<file path="src/design/csu_pkg.sv">
// Shared types and constants for the cosine similarity unit.
`timescale 1ns / 1ps
package csu_pkg;
  localparam int unsigned AccBits = 48;
  localparam int unsigned SimBits = 16;
  localparam logic [AccBits-1:0] AccMax = {1'b0, {(AccBits-1){1'b1}}};
  localparam logic [SimBits-1:0] SimOne = 16'd16384;

  // Finished accumulation handed from front to back
  typedef struct packed {
    logic [AccBits-1:0] dot;
    logic [AccBits-1:0] norm_a;
    logic [AccBits-1:0] norm_b;
    logic               sat;
  } acc_res_t;

  typedef enum logic [2:0] {
    BkIdle, BkSqrt, BkMul, BkDiv, BkOut
  } bk_state_e;
endpackage

</file>
<file path="src/design/csu_front.sv">
// Front end: accepts element pairs and keeps saturating accumulators.
`timescale 1ns / 1ps
module csu_front #(
  parameter int unsigned ELEM_BITS = 16
) (
  input  logic                   clk_i,
  input  logic                   rst_ni,
  input  logic                   in_valid_i,
  output logic                   in_ready_o,
  input  logic [ELEM_BITS-1:0]   elem_a_i,
  input  logic [ELEM_BITS-1:0]   elem_b_i,
  input  logic                   last_i,
  output logic                   res_valid_o,
  input  logic                   res_ready_i,
  output csu_pkg::acc_res_t      res_o
);
  import csu_pkg::*;

  localparam int unsigned PB = 2 * ELEM_BITS;

  logic [PB-1:0] pab_q, paa_q, pbb_q;
  logic          pv_q, plast_q;
  logic signed [AccBits-1:0] dot_q;
  logic [AccBits-1:0] na_q, nb_q;
  logic sat_q;
  logic hold_q;
  acc_res_t res_q;

  logic signed [AccBits+1:0] dsum;
  logic [AccBits:0] sa, sb;
  logic signed [AccBits-1:0] dot_d;
  logic [AccBits-1:0] na_d, nb_d;
  logic sat_d;
  logic signed [ELEM_BITS-1:0] ea, eb;

  assign ea = elem_a_i;
  assign eb = elem_b_i;
  // stall only when a finished vector waits and the pipe holds another last
  assign in_ready_o = !(hold_q && pv_q && plast_q);
  assign res_valid_o = hold_q;
  assign res_o = res_q;

  always_comb begin
    dsum = {{2{dot_q[AccBits-1]}}, dot_q} +
           {{(AccBits+2-PB){pab_q[PB-1]}}, pab_q};
    sa = {1'b0, na_q} + {{(AccBits+1-PB){1'b0}}, paa_q};
    sb = {1'b0, nb_q} + {{(AccBits+1-PB){1'b0}}, pbb_q};
    sat_d = sat_q;
    if (dsum > $signed({2'b00, AccMax})) begin
      dot_d = $signed(AccMax);
      sat_d = 1'b1;
    end else if (dsum < -$signed({2'b00, AccMax}) - 1) begin
      dot_d = $signed(~AccMax);
      sat_d = 1'b1;
    end else begin
      dot_d = dsum[AccBits-1:0];
    end
    if (sa > {1'b0, AccMax}) begin
      na_d = AccMax;
      sat_d = 1'b1;
    end else begin
      na_d = sa[AccBits-1:0];
    end
    if (sb > {1'b0, AccMax}) begin
      nb_d = AccMax;
      sat_d = 1'b1;
    end else begin
      nb_d = sb[AccBits-1:0];
    end
  end

  // products stage, one register after the multipliers; holds while stalled
  always_ff @(posedge clk_i) begin
    if (in_ready_o) begin
      pab_q <= PB'(ea * eb);
      paa_q <= PB'(ea * ea);
      pbb_q <= PB'(eb * eb);
      plast_q <= last_i;
    end
  end

  logic fire;
  assign fire = pv_q && !(plast_q && hold_q);

  always_ff @(posedge clk_i or negedge rst_ni) begin
    if (!rst_ni) begin
      pv_q   <= 1'b0;
      dot_q  <= '0;
      na_q   <= '0;
      nb_q   <= '0;
      sat_q  <= 1'b0;
      hold_q <= 1'b0;
      res_q  <= '0;
    end else begin
      if (hold_q && res_ready_i) hold_q <= 1'b0;
      if (in_ready_o) pv_q <= in_valid_i;
      if (fire) begin
        if (plast_q) begin
          res_q  <= '{dot: dot_d, norm_a: na_d, norm_b: nb_d, sat: sat_d};
          hold_q <= 1'b1;
          dot_q  <= '0;
          na_q   <= '0;
          nb_q   <= '0;
          sat_q  <= 1'b0;
        end else begin
          dot_q <= dot_d;
          na_q  <= na_d;
          nb_q  <= nb_d;
          sat_q <= sat_d;
        end
      end
    end
  end
endmodule

</file>
<file path="config.mk">
export PLATFORM = sky130hd
export DESIGN_NAME = csu_front
export DESIGN_NICKNAME = d
export VERILOG_FILES = /design/src/design/csu_pkg.sv /design/src/design/csu_front.sv
export SDC_FILE = /design/constraint.sdc
export NUM_CORES = 2
export LEC_CHECK = 0
export ABC_AREA = 1
export BUFFER_PORTS_ARGS = -buffer_cell sky130_fd_sc_hd__buf_2
export CAP_MARGIN = 40
export CORE_UTILIZATION = 55
export CTS_CLUSTER_SIZE = 28
export DETAILED_ROUTE_END_ITERATION = 8
export GPL_TIMING_DRIVEN = 0
export HOLD_SLACK_MARGIN = 0.1
export PLACE_DENSITY = 0.76
export SLEW_MARGIN = 20
export SYNTH_ARGS = -nofsm -noshare
export SYNTH_HDL_FRONTEND = slang
export SYNTH_SLANG_ARGS = --single-unit
</file>
<file path="constraint.sdc">
create_clock -name clk_i -period 4.2 [get_ports clk_i]
set_input_delay 0.42 -clock clk_i [delete_from_list [all_inputs] [get_ports clk_i]]
set_output_delay 0.42 -clock clk_i [all_outputs]
set_load 0.02 [all_outputs]
</file>
== After elaboration in Yosys (flattened, before gate mapping) ==
Cells that the tools add are included.
Word-level totals
  output and inout bits: 147
  logic and storage cells: 47
  input bits: 37
  bits in registers: 389
Cells by class
  $mul: 3
  multiplexer cells: 15
  reduce and logical (&&, ||, !) cells: 8
  magnitude comparators: 4
  add/sub/neg operators: 3
Operators by type and width (number)
  $mux W48: 7
  $add A48 B32 Y49: 3
  $gt A49 B47 Y1 const B: 2
  $mul A16 B16 Y32: 3
  $gt A49 B48 Y1 const B: 1
  $lt A49 B48 Y1 const B: 1
  $mux W1: 8
  $logic_and A1 B1 Y1: 5
  $logic_not A1 Y1: 2
  $reduce_and A2 Y1: 1

== Depth between registers and ports, before layout ==
  depth in word-level cells: 7
  depth in mapped cells: 26
  gate-level depth less buffers: 24

== Least setup slack after synthesis ==
OpenSTA, ideal clock, no wires.
  kind: input-to-reg
  start point: input elem_b_i[1]
  end point: register pab_q[28] (data pin)
  buffers on the path: 2
  stages: 21
  setup slack: -2014 ps
  data arrival time: 5952 ps
  data required time: 3938 ps
  cells stage by stage: clkbuf_1 clkbuf_1 nand2_1 inv_1 fa_1 fa_1 fa_1 fa_1 fa_1 inv_1 fa_1 inv_1 ha_1 nand2_1 nor4_1 nand2_1 o211ai_1 nand3_1 nand2_1 a21oi_1 xor2_1
On the way
  cells in the longest elaborated chain, start to end: 1
Ends and longest elaborated chain
  start, declared: RTL line csu_front.sv:11  | input logic [ELEM_BITS-1:0] elem_b_i,
  $mul A16 B16 Y32: RTL line csu_front.sv:75  | pab_q <= PB'(ea * eb);
  end signal, assigned: RTL line csu_front.sv:75
  end, declared: RTL line csu_front.sv:21  | logic [PB-1:0] pab_q, paa_q, pbb_q;
Every way passes these cells.
A chain may end at the register's enable or synchronous reset.

== Worst setup path in the final report ==
  start point: input elem_a_i[15]
  end point: register pab_q[28] (data pin)
On the way
  cells in the longest elaborated chain, start to end: 1
Ends and longest elaborated chain
  start, declared: RTL line csu_front.sv:10  | input logic [ELEM_BITS-1:0] elem_a_i,
  $mul A16 B16 Y32: RTL line csu_front.sv:75
Every way passes these cells.

==> run summary <==
status: finished with violations
failing checks: setup timing
initial antenna violation count: 1
Design Area, Final: 62800 sq um
post-synthesis sequential area ratio: 19.9%
post-synthesis cell count: 6513
uppermost layer routed: met4
antenna cell count: 0
Slew @ Worst Pin: 892 ps
Die Ht: 307 microns
Slew headroom: 40.5%
# H-tree levels: 2
ANT nets after route: 0
residual DRC count: 0
DP HPWL: 128000 microns
1st-iter DRT viols: 3857
CTS sink count: 387
Synth top area share: 28.6%
row count: 111
Initial Utilization: 55.7%
distinct cell type count after synthesis: 49
grt ovf: 0
setup violators final: 69
Num CTS Buffers: 40
Arr. time, crit path: 5950 ps
Vias: 45122
final core occ: 68.4%
Synth Cell Area: 51100 sq um
Post-Syn Area per Cell: 7.85 sq um
root buffer cell: clkbuf_16
Final Non-Filler Cells: 8278
Async S/R FF share, synth: 75.5%
met2 WL: 76100 microns
core area: 91800 sq um
Syn-to-layout area delta: 22.9%
first-pass GRT wire length: 251000 microns
area leader, netlist: fa_1
vias in the first global route: 45552
final setup margin: -1440 ps
GRT Util Overall: 34.6%
Clock Skew: 24.5 ps
CP Launch Point: elem_a_i[15]
count of flip-flops with a built-in enable after synthesis: 95
fraction of layout cells with a size suffix above 1: 18.9%
Main synth FF type: dfrtp_1
top cells by area, synth: fa_1, dfrtp_1, nand2_1, inv_1, ha_1
Final min period: 5640 ps
# port buffers: 174
Die Span X: 307 microns
Hold Fails Final Rpt: 0
#FFs+latches synth: 387
critical path class: input port to flop
Worst Min Path Start: elem_b_i[0]
DRT Pass-1 Iters: 6
DP Cell Count: 7941
wire length per cell: 20.0 microns
WL final: 165000 microns
CP max FO: 5
Place WS: -2470 ps
via/cell ratio: 5.45
Worst Path Required: 4500 ps
GPL Wtd Cong: 1.01
TritonCTS clock tree: built
M1 wire length: 65200 microns
yosys warns: 0
IO Pins: 184
Area after DPL: 55500 sq um
largest net degree at the start of global routing: 98
HP Class: input port to flop
Crit. End Element: flop
commonest cells in the netlist: nand2_1, inv_1, fa_1
most common cell in the synthesized netlist: nand2_1
fmax: 177 MHz
startpoint types: input port
clk buf depth: 3
die area: 94200 sq um
Final nets: 8143
r2r startpoint: plast_q
max cap viols: 0
RSZ-0062 raised after global routing: true
Worst-path clk slew: 70 ps
routed wl met3: 13800 microns
Slew Limit Fails: 0
Tcrit/Tclk final: 134%
Clock Latency Late Sink: 570 ps
Synthesized Nets: 7651
## logic make-up after synthesis
logic type | synth area share (%)
buffers and inverters | 12.2
DFF | 19.9
adders and majority gates | 37.7
and+or+nand+nor | 19.6
xor gates and xnor gates | 4.01
AOI/OAI and AO/OA | 6.56
## critical path: stages
cell       delay, ps
buf_12           110
clkbuf_16        150
buf_12           140
nand2_4           50
inv_2             40
fa_2             650
buf_6            130
fa_1             450
fa_2             570
fa_1             440
fa_1             510
inv_1             60
fa_1             580
inv_2             60
ha_4             310
nand2_4           90
nor4_4           280
nand2_1           90
o211ai_1         310
nand3_1          170
nand2_2          100
a21oi_2           60
xor2_1           160
## layout by cell type (no fill, tap or decap), types with 35 or more instances in the layout
| cell | Yosys | layout |
|---|---|---|
| xnor2_1 | 103 | 86 |
| o21ai_0 | 183 | 150 |
| nand2_1 | 1921 | 1790 |
| ha_1 | 370 | 293 |
| buf_6 | 8 | 85 |
| ha_4 | 0 | 73 |
| dfrtp_1 | 292 | 292 |
| edfxtp_1 | 95 | 95 |
| inv_2 | 8 | 129 |
| xor2_1 | 131 | 106 |
| nand2_4 | 0 | 59 |
| fa_1 | 731 | 665 |
| fa_2 | 0 | 66 |
| clkbuf_8 | 0 | 39 |
| inv_1 | 1436 | 1305 |
| buf_4 | 7 | 186 |
| nor3_1 | 46 | 35 |
| buf_2 | 6 | 164 |
| clkbuf_1 | 158 | 50 |
| clkbuf_16 | 0 | 83 |
| a21oi_2 | 1 | 44 |
| a21oi_1 | 256 | 181 |
| nor2_1 | 358 | 335 |
| nand3_1 | 137 | 121 |
| nand2_2 | 11 | 80 |
| o21ai_1 | 40 | 50 |
## cell type report
cell class	instances	area, sq um
multi-input combinational	4485	38200
fill	7074	29000
sequential	387	10200
inverter	1447	5460
timing repair buffer	451	3710
buffer	193	2390
tap	1243	1560
clock buffer	48	1090
clock inverter	24	245
## through the flow
stage	setup TNS, ps	hold WS (ps)
3_3_place_gp	-1002460	444
2_1_floorplan	-62000	124
4_1_cts	-53440	137
6_report	-61850	151
3_5_place_dp	-132290	365
5_1_grt	-70800	166
## state kept, by name, indices dropped and copies added (netlist names)
| name | count |
|---|---|
| res_o | 145 |
| dot_q | 48 |
| na_q | 48 |
| nb_q | 48 |
| pab_q | 32 |
| paa_q | 31 |
| pbb_q | 31 |
| plast_q | 1 |
| pv_q | 1 |
| res_valid_o | 1 |
| sat_q | 1 |
## worst paths after layout
path	depth (start not counted)	endpoint	slack, ps
hold / removal	1	pbb_q[0]	150
setup reg to reg	8	res_o[49]	480
hold reg to reg	2	res_o[48]	460
setup / recovery	23	pab_q[28]	-1440
min in group asynchronous	2	res_o[38]	360
max in group asynchronous	4	res_o[70]	2530
## routing by layer
layer,track usage (%),vias up
li1,-,20451
met1,46.0,22069
met2,55.7,2000
met3,5.50,602
met4,16.4,0
met5,0,-
## repair_timing
item                                   in CTS  in global routing
endpoints found under the hold margin      57                  0
hold buffers                                5                  0
buffers inserted                          137                129
setup endpoints to repair                  74                 71
gates cloned                                4                  0
gates resized for setup                   510                434
pin swaps                                 227                249
Power is left out: the tool's default activity adds up to more than one toggle a clock period on the data nets, which glitch-free logic cannot reach.
