**config.mk**
```make
export PLATFORM = sky130hd
export DESIGN_NAME = csu_back
export DESIGN_NICKNAME = d
export VERILOG_FILES = /design/src/design/csu_pkg.sv /design/src/design/csu_back.sv
export SDC_FILE = /design/constraint.sdc
export NUM_CORES = 2
export LEC_CHECK = 0
export BUFFER_PORTS_ARGS = -buffer_cell sky130_fd_sc_hd__buf_4
export CAP_MARGIN = 0
export CORE_MARGIN = 10
export CORE_UTILIZATION = 45
export CTS_CLUSTER_SIZE = 14
export DETAILED_ROUTE_END_ITERATION = 12
export GPL_TIMING_DRIVEN = 0
export PLACE_DENSITY = 0.7
export SLEW_MARGIN = 20
export SYNTH_ARGS = -nofsm -noshare
export SYNTH_HDL_FRONTEND = slang
export SYNTH_SLANG_ARGS = --single-unit
```
**constraint.sdc**
```tcl
create_clock -name clk_i -period 12.7 [get_ports clk_i]
set_input_delay 0 -clock clk_i [delete_from_list [all_inputs] [get_ports clk_i]]
set_output_delay 0 -clock clk_i [all_outputs]
set_load 0.005 [all_outputs]
```
**src/design/csu_pkg.sv**
```systemverilog
// Shared types and constants for the cosine similarity unit.
`timescale 1ns / 1ps
package csu_pkg;
  localparam int unsigned AccBits = 48;
  localparam int unsigned SimBits = 16;
  localparam logic [AccBits-1:0] AccMax = {1'b0, {(AccBits-1){1'b1}}};
  localparam logic [SimBits-1:0] SimOne = 16'd16384;

  // Finished accumulation handed from front to back
  typedef struct packed {
    logic [AccBits-1:0] dot;
    logic [AccBits-1:0] norm_a;
    logic [AccBits-1:0] norm_b;
    logic               sat;
  } acc_res_t;

  typedef enum logic [2:0] {
    BkIdle, BkSqrt, BkMul, BkDiv, BkOut
  } bk_state_e;
endpackage

```
**src/design/csu_back.sv**
```systemverilog
// Back end: square roots, product, divide and rounding of one vector result.
`timescale 1ns / 1ps
module csu_back (
  input  logic                      clk_i,
  input  logic                      rst_ni,
  input  logic                      res_valid_i,
  output logic                      res_ready_o,
  input  csu_pkg::acc_res_t         res_i,
  output logic                      m_axis_tvalid,
  input  logic                      m_axis_tready,
  output logic [23:0]               m_axis_tdata,
  output logic                      m_axis_tuser
);
  import csu_pkg::*;

  localparam int unsigned RadBits = AccBits + 16;  // 64
  localparam int unsigned RootBits = RadBits / 2;  // 32
  localparam int unsigned DenBits = 2 * RootBits;

  bk_state_e state_q, state_d;
  logic [5:0] cnt_q;
  logic [RadBits-1:0] xa_q, xb_q, ra_q, rb_q, ba_q;
  logic [DenBits-1:0] den_q;
  logic [DenBits:0] rem_q;
  logic [31:0] quo_q;
  logic [AccBits-1:0] num_q;
  logic neg_q, zn_q, sat_q;
  logic [1:0] mstep_q;
  logic [DenBits-1:0] pp_q;
  logic [SimBits-1:0] sim;
  logic ov_q;

  logic [RadBits-1:0] ta, tb;
  logic [DenBits:0] rsh;
  logic [31:0] qinc;

  always_comb begin
    ta = ra_q + ba_q;
    tb = rb_q + ba_q;
    rsh = {rem_q[DenBits-1:0], 1'b0};
    qinc = quo_q + 32'd1;
  end

  always_ff @(posedge clk_i or negedge rst_ni) begin
    if (!rst_ni) state_q <= BkIdle;
    else state_q <= state_d;
  end

  always_comb begin
    state_d = state_q;
    res_ready_o = 1'b0;
    m_axis_tvalid = 1'b0;
    unique case (state_q)
      BkIdle: begin
        res_ready_o = 1'b1;
        if (res_valid_i) state_d = BkSqrt;
      end
      BkSqrt: if (cnt_q == 6'd31) state_d = zn_q ? BkOut : BkMul;
      BkMul: if (mstep_q == 2'd3) state_d = BkDiv;
      BkDiv: if (ov_q || cnt_q == 6'd30) state_d = BkOut;
      BkOut: begin
        m_axis_tvalid = 1'b1;
        if (m_axis_tready) state_d = BkIdle;
      end
      default: state_d = BkIdle;
    endcase
  end

  logic [SimBits-1:0] mag;
  always_comb begin
    if (zn_q) mag = '0;
    else if (ov_q) mag = SimOne;
    else if (qinc[31:1] > {15'd0, SimOne}) mag = SimOne;
    else mag = qinc[SimBits:1];
    sim = neg_q ? SimBits'(-mag) : mag;
  end
  assign m_axis_tdata = {6'd0, sat_q, zn_q, sim};
  assign m_axis_tuser = 1'b0;

  // datapath: two digit-by-digit roots, two 32x16 partial products, divider
  always_ff @(posedge clk_i) begin
    unique case (state_q)
      BkIdle: begin
        xa_q  <= {res_i.norm_a, 16'd0};
        xb_q  <= {res_i.norm_b, 16'd0};
        ra_q  <= '0;
        rb_q  <= '0;
        ba_q  <= {2'b01, {(RadBits-2){1'b0}}};
        cnt_q <= '0;
        zn_q  <= (res_i.norm_a == '0) || (res_i.norm_b == '0);
        sat_q <= res_i.sat;
        neg_q <= res_i.dot[AccBits-1];
        num_q <= res_i.dot[AccBits-1] ? AccBits'(-res_i.dot) : res_i.dot;
        mstep_q <= '0;
        ov_q  <= 1'b0;
      end
      BkSqrt: begin
        if (xa_q >= ta) begin
          xa_q <= xa_q - ta;
          ra_q <= (ra_q >> 1) + ba_q;
        end else ra_q <= ra_q >> 1;
        if (xb_q >= tb) begin
          xb_q <= xb_q - tb;
          rb_q <= (rb_q >> 1) + ba_q;
        end else rb_q <= rb_q >> 1;
        ba_q  <= ba_q >> 2;
        cnt_q <= cnt_q + 6'd1;
        den_q <= '0;
      end
      BkMul: begin
        // one 32x16 slice of the root product per cycle
        pp_q <= DenBits'(ra_q[RootBits-1:0] *
                rb_q[16*mstep_q[0] +: 16]);
        if (mstep_q == 2'd1) den_q <= pp_q;
        if (mstep_q == 2'd2) den_q <= den_q + (pp_q << 16);
        mstep_q <= mstep_q + 2'd1;
        rem_q <= {{(DenBits+1-AccBits){1'b0}}, num_q};
        quo_q <= '0;
        cnt_q <= '0;
      end
      BkDiv: begin
        if (cnt_q == 6'd0 && !ov_q && rem_q[DenBits-1:0] >= den_q) ov_q <= 1'b1;
        else begin
          if (rsh >= {1'b0, den_q}) begin
            rem_q <= rsh - {1'b0, den_q};
            quo_q <= {quo_q[30:0], 1'b1};
          end else begin
            rem_q <= rsh;
            quo_q <= {quo_q[30:0], 1'b0};
          end
          cnt_q <= cnt_q + 6'd1;
        end
      end
      BkOut: ;
      default: ;
    endcase
  end
endmodule

```
======== Word level (Yosys, flattened, before mapping) ========
Cells that the tools add are included.
word-level totals
  bits in registers ....................... 591
  output and inout bits ................... 27
cells by class
  $lt $le $gt $ge ......................... 5
  shift operators ......................... 1
  reductions and logical operators ........ 23
  add/sub/neg operators ................... 13
  equality and inequality tests ........... 19
  $mul .................................... 1
  muxes and demuxes ....................... 37
operators with widths
  kind                   number
  $pmux 64 s2            7
  $mux 64                8
  $add 64x64->64         3
  $ge 64x64->1           3
  $sub 64x64->64         3
  $add 63x64->64         2
  $logic_not 48->1       2
  $ge 65x64->1           1
  $mux 16                4
  $pmux 32 s2            1
  $shiftx 64x6->16       1
  $mul 32x16->48         1
  $neg 48->48            1
  $mux 47                1
  $add 32x1->32 const B  1
  $mux 32                1
  $gt 31x15->1 const B   1
  $mux 3                 6
  $ne 2x2->1 const B     9
  $pmux 6 s3             1
  $neg 16->16            1
  $pmux 3 s5             1
  $eq 6x5->1 const B     2
  $reduce_and 2->1       6
  21 further kinds       32

======== Logic depth before layout (Yosys ltp) ========
  word-level depth ........................ 7
  depth in mapped cells ................... 29
  depth with buffers taken out ............ 26

======== Worst setup path after synthesis ========
Ideal clock, no wire load.
  path kind ............................... reg2reg
  start ................................... register state_q[1]
  end ..................................... register xb_q[0], enable pin
  stages on the path, launching flop included .. 5
  clock period less this slack ............ 12,945 ps
  arrival ................................. 12,361 ps
  required time ........................... 12,116 ps
  slack ................................... -245 ps
  cells stage by stage .................... dfrtp_1 > clkbuf_1 > clkbuf_1 > nor2_1 > a21boi_0
between the ends
  longest elaborated chain between the ends .. 3
  elaborated cells on any way between the ends .. 5
RTL lines
  what                                                                     line             source
  start: declaration                                                       csu_back.sv:20   bk_state_e state_q, state_d;
  start signal: assignment                                                 csu_back.sv:45   if (!rst_ni) state_q <= BkIdle;
  start signal: assignment                                                 csu_back.sv:46   else state_q <= state_d;
  $eq 3x1->1 / $logic_not 3->1 (equally long branches)                     csu_back.sv:82   unique case (state_q)
  $ne 2x2->1 (no source line) / $reduce_bool 2->1 (equally long branches)  --
  $reduce_and 2->1 (no source line) *                                      --
  end signal: assignment                                                   csu_back.sv:85   xb_q <= {res_i.norm_b, 16'd0};
  end signal: assignment                                                   csu_back.sv:103  xb_q <= xb_q - tb;
  end: declaration                                                         csu_back.sv:22   logic [RadBits-1:0] xa_q, xb_q, ra_q, rb_q, ba_q;
Mark *: on every way between the ends. The rest lies on a longest branch, timed or not.
A chain may end at the register's enable or synchronous reset.

======== Worst setup path in the final report ========
  start ................................... register ba_q[2]
  end ..................................... register xb_q[45], enable pin
between the ends
  longest elaborated chain between the ends .. 4
RTL lines
  what                               line             source
  start: declaration                 csu_back.sv:22
  start signal: assignment           csu_back.sv:88   ba_q <= {2'b01, {(RadBits-2){1'b0}}};
  start signal: assignment           csu_back.sv:106  ba_q <= ba_q >> 2;
  $add 64x64->64                     csu_back.sv:39   tb = rb_q + ba_q;
  $ge 64x64->1                       csu_back.sv:102  if (xb_q >= tb) begin
  $ne 2x2->1 (no source line)        --
  $reduce_and 2->1 (no source line)  --
Every way passes these cells.

==> impl_metrics.py <==
metrics = {
    "outcome": {
        "status": "complete, no violations",
    },
    "global_routing": {
        "grt_pass1_wl_mm": 317.0,
        "antenna_found_initial": 7,
        "grt_use_total_pct": 25.16,
        "grt_pass1_vias": 55360,
        "grt_overflow": 0,
        "grt_start_max_net_pins": 49,
    },
    "sta": {
        "period_minus_slack_ns": 9.355,
        "max_slew_margin_pct": 21.18,
        "finalCritPeriodShare_pct": 73.66,
        "worstMarginPinSlew_ns": 1.182,
        "setup_viol": 0,
        "whs_ns": 0.1031,
        "finalSetupTns_ns": 0,
        "slew_viol_final": 0,
        "grt_setup_unrepaired": "no",
        "hold_viol_final": 0,
        "max_freq_mhz": 106.9,
        "finClkSkew_ns": 0.05833,
    },
    "floorplanning": {
        "rows": 138,
        "coreArea_um2": 141400,
        "boundaryPins": 176,
        "dieArea_um2": 157600,
        "start_util_pct": 45.22,
        "dieHeight_um": 397.0,
        "die_w_um": 397.0,
    },
    "critical_path": {
        "worstSetupPathType": "register to register",
        "crit_fanout": 20,
        "crit_path_end_kind": "register",
        "required_ns": 13.08,
        "crit_arrival_ns": 9.73,
        "start_kind": "register",
    },
    "clocking": {
        "cts_buffers": 73,
        "clkLatencyLatePin_ns": 0.70,
        "cts_hold_buf": 188,
        "cts_root_buffer": "clkbuf_16",
        "path_clk_slew_ns": 0.06,
        "cts_buffer_depth": 3,
        "ctsResizeCount": 0,
        "cts_tree": "done",
        "post_cts_buffers": 0,
        "cts_htree_levels": 3,
        "cts.sinks": 559,
    },
    "route": {
        "wl_per_cell_um": 21.18,
        "drt_iter0_drc": 5155,
        "drt_pass1_iterations": 6,
        "wirelength_mm": 204.2,
        "drc_errors": 0,
        "ant_nets": 0,
        "post_drt_via_cell_ratio": 5.840,
        "vias": 56300,
    },
    "yosys": {
        "synth_area_per_cell_um2": 8.844,
        "yosysTopAreaCell": "edfxtp_1",
        "synth_cell_type_count": 93,
        "ys_seq_area_share_pct": 26.22,
        "async_reset_ff_share_pct": 0.5367,
        "synth.yosys.warnings": 0,
        "yosys-top-cells-count": "872 x nand2_1, 605 x inv_1, 563 x ha_1",
        "yosys-top-cells-area": "edfxtp_1 26%, fa_1 13%, ha_1 11%, nand2_1 5.1%, xnor2_1 4.0%",
        "synth-edff-count": 556,
        "synth_seq_cells": 559,
        "syn-cell-area_um2": 63950,
        "yosysMostFrequentCell": "nand2_1",
        "synth_top_flop_cell": "edfxtp_1",
        "netlist_instances": 7231,
        "yosysTopAreaCellShare_pct": 26.11,
    },
    "layout": {
        "syn_to_final_growth_pct": 13.31,
        "num-fill-cells": 12930,
        "fin_cells": 9641,
        "nNetsFinal": 8830,
        "multi_input_area_um2": 43690,
        "register_area_um2": 16770,
        "drive_gt1_share_pct": 5.550,
    },
    "placement": {
        "place.gp.congestion": 0.9611,
        "dp_cells": 9322,
        "port_buffers": 168,
        "place_hpwl_mm": 161.3,
    },
    "hold_path": {
        "hp-class": "input pin to register",
    },
    "job": {
        "cap_violations": 0,
    },
}
-- registers in the layout (all words and copies together), names as in the netlist, 32 cells and up --
register / flops
den_q: 64
ra_q: 64
rb_q: 64
xa_q: 64
rem_q: 64
xb_q: 64
quo_q: 32
ba_q: 32
num_q: 48
pp_q: 48
-- layer usage --
metal  share of wire, %  global-route usage [%]  vias to the layer above
met3                7.6                   3.993                      424
li1                   -                       -                    26330
met5              0.020                       0                        -
met2                 45                   39.69                     2494
met4                4.4                   10.44                        6
met1                 43                   34.24                    27050
-- area by class of cell --
type	count	area share, %
Multi-Input combinational cell	5737	60.29
Sequential cell	559	23.14
Timing Repair Buffer	384	5.144
Tap cell	1890	3.263
Inverter	608	3.149
Clock buffer	80	2.557
Buffer	333	1.815
Clock inverter	47	0.6285
Antenna cell	3	0.01036
-- path summary, 6_finish.rpt --
kind,startpoint,depth (start not counted),to,slack (ns)
worst max-delay path,ba_q[2],23,xb_q[45],3.34
max in group asynchronous,rst_ni,3,state_q[1],12.29
worst min register to register,num_q[28],2,rem_q[28],0.50
min in group asynchronous,rst_ni,3,state_q[0],0.25
worst min-delay path,res_i[144],2,neg_q,0.10
worst max register to register,ba_q[2],23,xb_q[45],3.34
-- worst max-delay path, cell delays in order (launching register included) --
cell       delay, ns
edfxtp_1        0.55
ha_1            0.42
a31oi_1         0.34
o21ai_0         0.24
a2111oi_0       0.75
o41a_1          0.33
o31ai_1         0.18
o21ai_0         0.39
o21ai_0         0.22
a31oi_1         0.26
xor2_1          0.43
ha_1            0.19
clkbuf_1        0.27
nand4_1         0.27
nor4_1          0.67
nand4_1         0.27
nor4_1          0.76
nor3b_1         0.16
a221o_1         0.61
buf_2           0.32
buf_2           0.30
a21boi_4        0.63
buf_16          0.23
buf_16          0.19
-- cell families after synthesis --
group	synth area share [%]
and+or+nand+nor	17.59
buffers and inverters	5.619
other	0.005864
muxes	1.915
adders and majority gates	24.22
DFF	26.22
xor gates and xnor gates	7.779
AOI/OAI and AO/OA	16.64
-- metrics by stage --
step / setup WS (ns) / instance area (um^2) / util [%]
final: 3.345 / 72460 / 51.24
after global routing: 2.969 / 72460 / 51.24
after CTS: 3.386 / 72440 / 51.23
after detailed placement: 3.420 / 68250 / 48.26
after global placement: -3.281 / 67600 / 47.81
after floorplan: 2.188 / 63980 / -
-- layout by cell type, fill, tap and decap left out, types with 279 or more instances in the layout --
cell      Yosys  layout
a21oi_1     405     404
clkbuf_1    303     307
edfxtp_1    556     556
fa_1        422     422
ha_1        563     563
inv_1       605     604
nand2_1     872     872
nor2_1      514     513
o21ai_0     462     461
xnor2_1     289     289
xor2_1      279     279
Power is not shown: default switching activity piles up to over one toggle a cycle in this logic, so the estimate is an artifact.
